`config.mk`:
```
export PLATFORM = sky130hd
export DESIGN_NAME = midi_meta_event_scanner
export DESIGN_NICKNAME = d
export VERILOG_FILES = /design/src/design/mmes_pkg.sv /design/src/design/midi_meta_event_scanner.sv /design/src/design/mmes_ctrl.sv /design/src/design/mmes_datapath.sv
export SDC_FILE = /design/constraint.sdc
export NUM_CORES = 1
export LEC_CHECK = 0
export BUFFER_PORTS_ARGS = -buffer_cell sky130_fd_sc_hd__buf_2
export CAP_MARGIN = 20
export CELL_PAD_IN_SITES_DETAIL_PLACEMENT = 0
export CELL_PAD_IN_SITES_GLOBAL_PLACEMENT = 2
export CORE_ASPECT_RATIO = 0.9
export CORE_UTILIZATION = 44
export CTS_BUF_LIST = sky130_fd_sc_hd__clkbuf_2
export CTS_CLUSTER_SIZE = 12
export DETAILED_ROUTE_END_ITERATION = 12
export GPL_TIMING_DRIVEN = 0
export PLACE_DENSITY = 0.85
export SYNTH_ARGS = -nofsm -noshare
export SYNTH_HDL_FRONTEND = slang
export SYNTH_SLANG_ARGS = --single-unit
```
`constraint.sdc`:
```
create_clock -name i_clk -period 12.87 [get_ports i_clk]
set_input_delay 1.9305 -clock i_clk [delete_from_list [all_inputs] [get_ports i_clk]]
set_output_delay 1.9305 -clock i_clk [all_outputs]
set_load 0.02 [all_outputs]
```
`src/design/mmes_pkg.sv`:
```
// Shared types and constants for the MIDI meta event scanner.
// No dependencies; imported by the controller, datapath and top level.
`timescale 1ns / 1ps

package mmes_pkg;

    localparam logic [7:0]  META_PREFIX    = 8'hFF;
    localparam logic [7:0]  META_TEMPO     = 8'h51;
    localparam logic [7:0]  META_KEY       = 8'h59;
    localparam logic [7:0]  META_TIME_SIG  = 8'h58;

    localparam logic [7:0]  MAGIC_TAG [4]  = '{8'h4D, 8'h54, 8'h68, 8'h64}; // "MThd"

    localparam int          BPM_W          = 34;
    localparam int          US_W           = 24;
    localparam logic [BPM_W-1:0] BPM_Q8_NUMERATOR = 34'd15360000000;
    localparam logic [BPM_W-1:0] DEFAULT_BPM_Q8   = 34'd30720;
    localparam logic [15:0] DEFAULT_TICKS  = 16'd480;
    localparam logic [7:0]  DEFAULT_BEATS  = 8'd4;
    localparam logic [7:0]  DEFAULT_UNIT   = 8'd2;

    localparam logic [3:0]  CNT_MAX        = 4'd15;
    localparam logic [3:0]  TICKS_POS      = 4'd13;
    localparam logic [3:0]  TICKS_MIN_LEN  = 4'd14;
    localparam logic [3:0]  WIN_FULL       = 4'd6;
    localparam logic [3:0]  KEY_MIN_POS    = 4'd4;
    localparam logic [3:0]  HDR_LEN        = 4'd4;

    // one quotient bit per divide step
    localparam logic [5:0]  DIV_LAST_STEP  = 6'd33;

    typedef struct packed {
        logic capture;   // a byte request is accepted
        logic finish;    // the accepted byte is the last one
        logic div_step;  // advance the divider by one bit
    } t_cmd;

    typedef struct packed {
        logic need_div;  // last byte closes a file with a nonzero tempo
    } t_sts;

endpackage

```
`src/design/midi_meta_event_scanner.sv`:
```
// MIDI meta event scanner: one file byte per cycle while o_stall is low; no result until the last byte.
// Last byte with a nonzero tempo event: result valid once the 34 steps of the restoring
// BPM divider are done; otherwise valid on the next cycle.
// Input stalls from the last byte until the result request is taken.
// Synchronous active-low reset clears the scan window, counters and found flags.
`timescale 1ns / 1ps

module midi_meta_event_scanner
    import mmes_pkg::*;
(
    input  logic              i_clk,
    input  logic              i_rst_n,
    input  logic              i_valid,
    output logic              o_stall,
    input  logic [7:0]        i_data_byte,
    input  logic              i_end_of_file,
    output logic              o_valid,
    input  logic              i_stall,
    output logic [33:0]       o_tempo_bpm_q8,
    output logic              o_tempo_zero_flag,
    output logic signed [7:0] o_key_sharps,
    output logic              o_key_minor,
    output logic [7:0]        o_beats_per_bar,
    output logic [7:0]        o_beat_unit_log2,
    output logic [15:0]       o_beat_ticks
);

    t_cmd cmd;
    t_sts sts;

    mmes_ctrl u_ctrl (
        .i_clk         (i_clk),
        .i_rst_n       (i_rst_n),
        .i_valid       (i_valid),
        .i_end_of_file (i_end_of_file),
        .i_stall       (i_stall),
        .i_sts         (sts),
        .o_cmd         (cmd),
        .o_stall       (o_stall),
        .o_valid       (o_valid)
    );

    mmes_datapath u_dp (
        .i_clk             (i_clk),
        .i_rst_n           (i_rst_n),
        .i_cmd             (cmd),
        .i_data_byte       (i_data_byte),
        .o_sts             (sts),
        .o_tempo_bpm_q8    (o_tempo_bpm_q8),
        .o_tempo_zero_flag (o_tempo_zero_flag),
        .o_key_sharps      (o_key_sharps),
        .o_key_minor       (o_key_minor),
        .o_beats_per_bar   (o_beats_per_bar),
        .o_beat_unit_log2  (o_beat_unit_log2),
        .o_beat_ticks      (o_beat_ticks)
    );

endmodule

```
`src/design/mmes_ctrl.sv`:
```
// Controller for the MIDI meta event scanner: scan / divide / deliver sequencing.
// Depends on mmes_pkg.
`timescale 1ns / 1ps

module mmes_ctrl
    import mmes_pkg::*;
(
    input  logic i_clk,
    input  logic i_rst_n,
    input  logic i_valid,
    input  logic i_end_of_file,
    input  logic i_stall,
    input  t_sts i_sts,
    output t_cmd o_cmd,
    output logic o_stall,
    output logic o_valid
);

    localparam logic [1:0] S_IDLE = 2'd0;
    localparam logic [1:0] S_DIV  = 2'd1;
    localparam logic [1:0] S_DONE = 2'd2;

    logic [1:0] r_state, n_state;
    logic [5:0] r_step, n_step;
    logic       accept;

    assign o_stall = (r_state != S_IDLE);
    assign o_valid = (r_state == S_DONE);
    assign accept  = i_valid && (r_state == S_IDLE);

    always_comb begin
        o_cmd.capture  = accept;
        o_cmd.finish   = accept && i_end_of_file;
        o_cmd.div_step = (r_state == S_DIV);
    end

    always_comb begin
        n_state = r_state;
        n_step  = r_step;
        unique case (r_state)
            S_IDLE: begin
                if (accept && i_end_of_file) begin
                    if (i_sts.need_div) begin
                        n_state = S_DIV;
                        n_step  = DIV_LAST_STEP;
                    end else begin
                        n_state = S_DONE;
                    end
                end
            end
            S_DIV: begin
                if (r_step == 6'd0) begin
                    n_state = S_DONE;
                end else begin
                    n_step = r_step - 6'd1;
                end
            end
            S_DONE: begin
                if (!i_stall) begin
                    n_state = S_IDLE;
                end
            end
            default: begin
                n_state = S_IDLE;
            end
        endcase
    end

    always_ff @(posedge i_clk) begin
        if (!i_rst_n) begin
            r_state <= S_IDLE;
            r_step  <= '0;
        end else begin
            r_state <= n_state;
            r_step  <= n_step;
        end
    end

    a_short_finish: assert property (@(posedge i_clk) disable iff (!i_rst_n)
        (o_cmd.finish && !i_sts.need_div) |=> (r_state == S_DONE))
        else $error("finish without divide did not go to result");

    a_div_length: assert property (@(posedge i_clk) disable iff (!i_rst_n)
        (o_cmd.finish && i_sts.need_div) |=> ##33 (r_state == S_DIV && r_step == 6'd0))
        else $error("divide step count wrong");

    a_div_end: assert property (@(posedge i_clk) disable iff (!i_rst_n)
        (r_state == S_DIV && r_step == 6'd0) |=> (r_state == S_DONE))
        else $error("divider did not hand over to result");

    a_no_capture_busy: assert property (@(posedge i_clk) disable iff (!i_rst_n)
        o_cmd.div_step |-> !o_cmd.capture)
        else $error("byte captured during divide");

endmodule

```
`src/design/mmes_datapath.sv`:
```
// Datapath for the MIDI meta event scanner: byte window, event capture,
// result snapshot and restoring divider for the BPM value. Depends on mmes_pkg.
`timescale 1ns / 1ps

module mmes_datapath
    import mmes_pkg::*;
(
    input  logic              i_clk,
    input  logic              i_rst_n,
    input  t_cmd              i_cmd,
    input  logic [7:0]        i_data_byte,
    output t_sts              o_sts,
    output logic [BPM_W-1:0]  o_tempo_bpm_q8,
    output logic              o_tempo_zero_flag,
    output logic signed [7:0] o_key_sharps,
    output logic              o_key_minor,
    output logic [7:0]        o_beats_per_bar,
    output logic [7:0]        o_beat_unit_log2,
    output logic [15:0]       o_beat_ticks
);

    // scan state
    logic [7:0]      r_win [6];
    logic [3:0]      r_cnt;
    logic            r_hdr;
    logic            r_tfound;
    logic [US_W-1:0] r_tus;
    logic            r_kfound;
    logic [8:0]      r_kval;
    logic            r_sfound;
    logic [15:0]     r_sval;
    logic [15:0]     r_ticks;

    logic [3:0]      n_cnt;
    logic            n_hdr;
    logic            n_tfound;
    logic [US_W-1:0] n_tus;
    logic            n_kfound;
    logic [8:0]      n_kval;
    logic            n_sfound;
    logic [15:0]     n_sval;
    logic [15:0]     n_ticks;

    // result snapshot
    logic            r_res_tfound;
    logic            r_res_tzero;
    logic [8:0]      r_res_key;
    logic [15:0]     r_res_sig;
    logic [15:0]     r_res_ticks;

    // divider
    logic [BPM_W-1:0] r_dvd;
    logic [US_W-1:0]  r_div;
    logic [US_W-1:0]  r_rem;
    logic [US_W:0]    rem_sh;
    logic [US_W:0]    rem_dif;
    logic             q_bit;

    always_comb begin
        n_cnt    = (r_cnt == CNT_MAX) ? r_cnt : r_cnt + 4'd1;
        n_hdr    = r_hdr;
        n_tfound = r_tfound;
        n_tus    = r_tus;
        n_kfound = r_kfound;
        n_kval   = r_kval;
        n_sfound = r_sfound;
        n_sval   = r_sval;
        n_ticks  = r_ticks;

        if (r_cnt < HDR_LEN && i_data_byte != MAGIC_TAG[r_cnt[1:0]]) begin
            n_hdr = 1'b0;
        end
        if (r_cnt == TICKS_POS) begin
            n_ticks = {r_win[5], i_data_byte};
        end
        if (r_cnt >= WIN_FULL) begin
            if (!r_tfound && r_win[0] == META_PREFIX && r_win[1] == META_TEMPO) begin
                n_tfound = 1'b1;
                n_tus    = {r_win[3], r_win[4], r_win[5]};
            end
            if (!r_sfound && r_win[0] == META_PREFIX && r_win[1] == META_TIME_SIG) begin
                n_sfound = 1'b1;
                n_sval   = {r_win[4], r_win[3]};
            end
        end
        // key event needs only the sf byte and the mode byte (current)
        if (r_cnt >= KEY_MIN_POS && !r_kfound && r_win[2] == META_PREFIX
                && r_win[3] == META_KEY) begin
            n_kfound = 1'b1;
            n_kval   = {(i_data_byte != 8'd0), r_win[5]};
        end
    end

    assign o_sts.need_div = n_tfound && (n_tus != '0);

    always_ff @(posedge i_clk) begin
        if (!i_rst_n) begin
            for (int k = 0; k < 6; k++) begin
                r_win[k] <= '0;
            end
            r_cnt    <= '0;
            r_hdr    <= 1'b1;
            r_tfound <= 1'b0;
            r_tus    <= '0;
            r_kfound <= 1'b0;
            r_kval   <= '0;
            r_sfound <= 1'b0;
            r_sval   <= '0;
            r_ticks  <= '0;
        end else if (i_cmd.capture) begin
            if (i_cmd.finish) begin
                for (int k = 0; k < 6; k++) begin
                    r_win[k] <= '0;
                end
                r_cnt    <= '0;
                r_hdr    <= 1'b1;
                r_tfound <= 1'b0;
                r_tus    <= '0;
                r_kfound <= 1'b0;
                r_kval   <= '0;
                r_sfound <= 1'b0;
                r_sval   <= '0;
                r_ticks  <= '0;
            end else begin
                for (int k = 0; k < 5; k++) begin
                    r_win[k] <= r_win[k+1];
                end
                r_win[5] <= i_data_byte;
                r_cnt    <= n_cnt;
                r_hdr    <= n_hdr;
                r_tfound <= n_tfound;
                r_tus    <= n_tus;
                r_kfound <= n_kfound;
                r_kval   <= n_kval;
                r_sfound <= n_sfound;
                r_sval   <= n_sval;
                r_ticks  <= n_ticks;
            end
        end
    end

    // snapshot with defaults applied
    always_ff @(posedge i_clk) begin
        if (i_cmd.finish) begin
            r_res_tfound <= n_tfound;
            r_res_tzero  <= (n_tus == '0);
            r_res_key    <= n_kfound ? n_kval : 9'd0;
            r_res_sig    <= n_sfound ? n_sval : {DEFAULT_UNIT, DEFAULT_BEATS};
            r_res_ticks  <= (n_hdr && n_cnt >= TICKS_MIN_LEN) ? n_ticks : DEFAULT_TICKS;
        end
    end

    // restoring division, one quotient bit per step; quotient shifts into r_dvd
    assign rem_sh  = {r_rem, r_dvd[BPM_W-1]};
    assign rem_dif = rem_sh - {1'b0, r_div};
    assign q_bit   = (rem_sh >= {1'b0, r_div});

    always_ff @(posedge i_clk) begin
        if (i_cmd.finish) begin
            r_dvd <= BPM_Q8_NUMERATOR + {{(BPM_W-US_W+1){1'b0}}, n_tus[US_W-1:1]};
            r_div <= n_tus;
            r_rem <= '0;
        end else if (i_cmd.div_step) begin
            r_dvd <= {r_dvd[BPM_W-2:0], q_bit};
            r_rem <= q_bit ? rem_dif[US_W-1:0] : rem_sh[US_W-1:0];
        end
    end

    always_comb begin
        if (!r_res_tfound) begin
            o_tempo_bpm_q8    = DEFAULT_BPM_Q8;
            o_tempo_zero_flag = 1'b0;
        end else if (r_res_tzero) begin
            o_tempo_bpm_q8    = BPM_Q8_NUMERATOR;
            o_tempo_zero_flag = 1'b1;
        end else begin
            o_tempo_bpm_q8    = r_dvd;
            o_tempo_zero_flag = 1'b0;
        end
    end

    assign o_key_sharps     = signed'(r_res_key[7:0]);
    assign o_key_minor      = r_res_key[8];
    assign o_beats_per_bar  = r_res_sig[7:0];
    assign o_beat_unit_log2 = r_res_sig[15:8];
    assign o_beat_ticks     = r_res_ticks;

endmodule

```
==> results list <==
- The worst setup path is launched from an input pin.
- TritonCTS built the clock tree.
- Post-synthesis area per instance: approximately 11 µm²
- In the global route stage, met2 resource usage came out at 0.350.
- Number of standard-cell rows in the floorplan: 57
- The final-report hold violation count was 0.
* Finished layout cell area: 13800 µm²
- Number of primary I/O pins: 91
- Data on the critical path is required at its endpoint by 13.40 ns.
* Worst relative slew slack: 0.378
* Worst hold slack: 0.475 ns
- Drt first-iter violations: 645
* Post-Syn Nets: 1203
- The first global-routing pass estimated ~54 mm of wire.
- Number of iterations in the first detailed-routing pass: 5
- Count of fill cells added during filler insertion: 2612
* Final core utilization: 0.509
- Summed over all layers, the global routing overflow is 0.
- In the final layout, the share of cells above drive strength 1 is 0.187.
- IO Port Bufs: 90
- Source-to-sink clock delay at the later pin of the worst-skew pair: between 0.8 and 0.9 ns
- Area enclosed by the die boundary: between 20000 and 30000 µm²
* Instance area at placement: 13100 µm²
- Met3 Resource Use GR: 0.0519
* Power per unit of standard cell area: ~120 nW/µm²
* Leading cell type in the layout, fill and taps excluded: sky130_fd_sc_hd__edfxtp_1
- After detailed routing, the number of remaining DRC violations is 0.
- At the pin with the least slew margin, the transition time is 0.929 ns.
- Setup violations remaining at the end of the flow were counted as 0.
- The tool flagged a number of max-cap violations equal to 0.
- For this run, the total global-route usage over all layers was measured as 0.247.
- Vertical die dimension: 160 µm
- CTS H-Tree Depth: 3
- After detailed routing, the average wire length per cell comes to 19.9 µm.
- Via count of the first global-routing pass: between 9000 and 10000
- For met1 alone, demand over resource in global routing was 0.372.
* Antenna violations before repair: 1
* Placeable core region: approximately 27000 µm²
* Setup repair bufs after CTS: 0
- Period Utilization, post-route: 0.388
* Gate count after technology mapping: roughly 1200
- Reported leakage power: ~5.7 nW
- Global-route layer with the greatest usage: met1
- For this design, the CTS-stage hold fixing added 0 buffers.
- After legalization and detailed placement, the total HPWL measured 24.7 mm.
- Overall via count from detail_route: between 9000 and 10000
- For this run, the register share of the synthesized area comes to 0.540.
- The min-delay analysis places its worst path in the category reg -> reg.
* Horizontal extent of the die: 177 µm
- Buffers inserted during clock tree synthesis total 67.
- Data arrival time of the critical path: 5.53 ns
- Pins over their slew limit: 0
- Clock transition at path regs: 0.11 ns
- The synthesized netlist occupies a cell area of 12200 µm².
- The worst setup path is captured at a register.
- In this run the remaining antenna-violating nets after routing total 0.
- After synthesis, the netlist uses 74 different library cells.
* Area of the multi-input gates: 5080 µm²
- Synth Register Bits: 254
- Entering global routing, the biggest net connects 56 pins.
* Number of enable flip-flop cells after synthesis: 149
* Outcome: completed
* Final sum of negative setup slack: 0 ns
- Number of gates given a new drive strength after cts: 0
* Type of the worst setup path: in -> reg
- Unrepaired setup endpoints after global routing: no
- After detailed routing, the number of vias per cell comes to 5.56.
- After synthesis, the share of flip-flops with an asynchronous set or reset is 0.
* Peak ir drop on the vdd network: 0.0000652 V
- Clock root cell: sky130_fd_sc_hd__clkbuf_2
- For this run, the top clock speed supported by timing is 200 MHz.
* Maximum root-to-sink buffer count: 3
* Final min period: 4.99 ns
- Critical path peak fanout: 48
* Routed wire length: 34.4 mm
- Number of nets in the layout: roughly 1400
- The Yosys step of the flow raised 0 warnings.
- Worst Skew: 0.0891 ns
* Main synth FF type: sky130_fd_sc_hd__edfxtp_1
- Registers take around 6600 µm².
* Layout overhead on the synthesized area: 13.2%
- The initial utilization of the core area, before any placement, comes to 0.449.
* Most frequent cells in the layout: sky130_fd_sc_hd__edfxtp_1 (149), sky130_fd_sc_hd__nand2_1 (125), sky130_fd_sc_hd__clkbuf_2 (105), sky130_fd_sc_hd__dfxtp_1 (105), sky130_fd_sc_hd__buf_2 (104)
* Placer congestion estimate: 0.828
- Clock sinks: 254
-- layer usage --
layer | up-vias | share of wire
li1 | 4596 | -
met1 | 4621 | 0.49
met2 | 328 | 0.42
met3 | 61 | 0.065
met4 | 0 | 0.023
met5 | - | 0
-- worst max-delay path: stages --
cell                       delay [ns]
sky130_fd_sc_hd__buf_2           0.14
sky130_fd_sc_hd__nand3_1         0.12
sky130_fd_sc_hd__clkbuf_1        0.61
sky130_fd_sc_hd__inv_1           0.19
sky130_fd_sc_hd__clkbuf_4        0.40
sky130_fd_sc_hd__buf_16          0.29
sky130_fd_sc_hd__nor2_1          0.75
sky130_fd_sc_hd__inv_1           0.68
sky130_fd_sc_hd__buf_16          0.36
-- path summary, 6_finish.rpt --
| kind | startpoint | endpoint | slack (ns) | cells after the start |
|---|---|---|---|---|
| worst min register to register | u_dp.r_kval[8] | u_dp.r_kval[8] | 0.47 | 2 |
| worst max-delay path | i_end_of_file | u_dp.r_dvd[28] | 7.88 | 9 |
| worst min-delay path | u_dp.r_kval[8] | u_dp.r_kval[8] | 0.47 | 2 |
| worst max register to register | u_ctrl.r_state[0] | u_dp.r_dvd[28] | 8.56 | 9 |
-- through the flow --
step                setup slack [ns]  std cells  total power, mW
finish                          7.88       1727             1.59
global placement                3.87       1601             1.01
CTS                             8.00       1725             1.60
floorplan                       6.76       1157            0.966
global route                    7.76       1727             1.65
detailed placement              7.17       1604             1.01
-- cell usage after synthesis (all sizes together) (4+ instances only) --
master	instances	area, µm²
a2111oi	7	61.3
a211oi	6	57.6
a21o	12	90.1
a21oi	55	324
a22o	64	562
a311o	4	40.0
and2	78	489
and3	16	100
and4	4	40.0
buf	20	126
clkbuf	40	150
dfxtp	105	2100
edfxtp	149	4470
ha	32	400
inv	63	236
mux2i	22	220
nand2	125	469
nand2b	12	75.1
nand3	30	155
nand3b	9	67.6
nand4	14	87.6
nor2	45	169
nor2b	11	68.8
nor3	19	95.1
nor4	20	131
o211ai	27	203
o21a	15	113
o21ai	83	415
o31ai	6	45.0
or3	6	37.5
or4	4	37.5
xnor2	11	96.3
xor2	9	78.8
-- cells by family after synthesis --
logic type,count (synthesis),share of synthesized area
and+or+nand+nor,400,0.173
AOI/OAI and AO/OA,300,0.174
DFF,254,0.540
buffers and inverters,125,0.0428
adders and majority gates,33,0.0345
muxes,25,0.0209
xor gates and xnor gates,20,0.0144
-- registers in the layout (all words and copies together) (netlist names), 6 cells and up --
name	count
u_dp.r_rem	24
u_dp.r_sval	16
u_dp.r_res_key	9
u_dp.r_win	48
u_dp.r_ticks	16
u_dp.r_dvd	34
u_ctrl.r_step	6
u_dp.r_div	24
u_dp.o_beat_ticks	16
u_dp.r_kval	9
u_dp.r_tus	24
u_dp.r_res_sig	16
-- power breakdown --
part           internal (mW)  switching, mW  leakage [nW]
registers              0.882         0.0177          2.32
logic                 0.0250         0.0640          2.91
clock network          0.255          0.342         0.495
total                   1.16          0.423          5.72
-- layout make-up --
cell class,instances,area share
diodes,1,0.000182
clock inverters,16,0.00862
inverters,65,0.0178
repair buffers,94,0.0376
flip-flops and latches,254,0.477
plain buffers,60,0.0203
well taps,354,0.0321
multi-input cells,778,0.368
clock buffers,105,0.0381
Note: power is estimated with default switching activity, not from simulation.
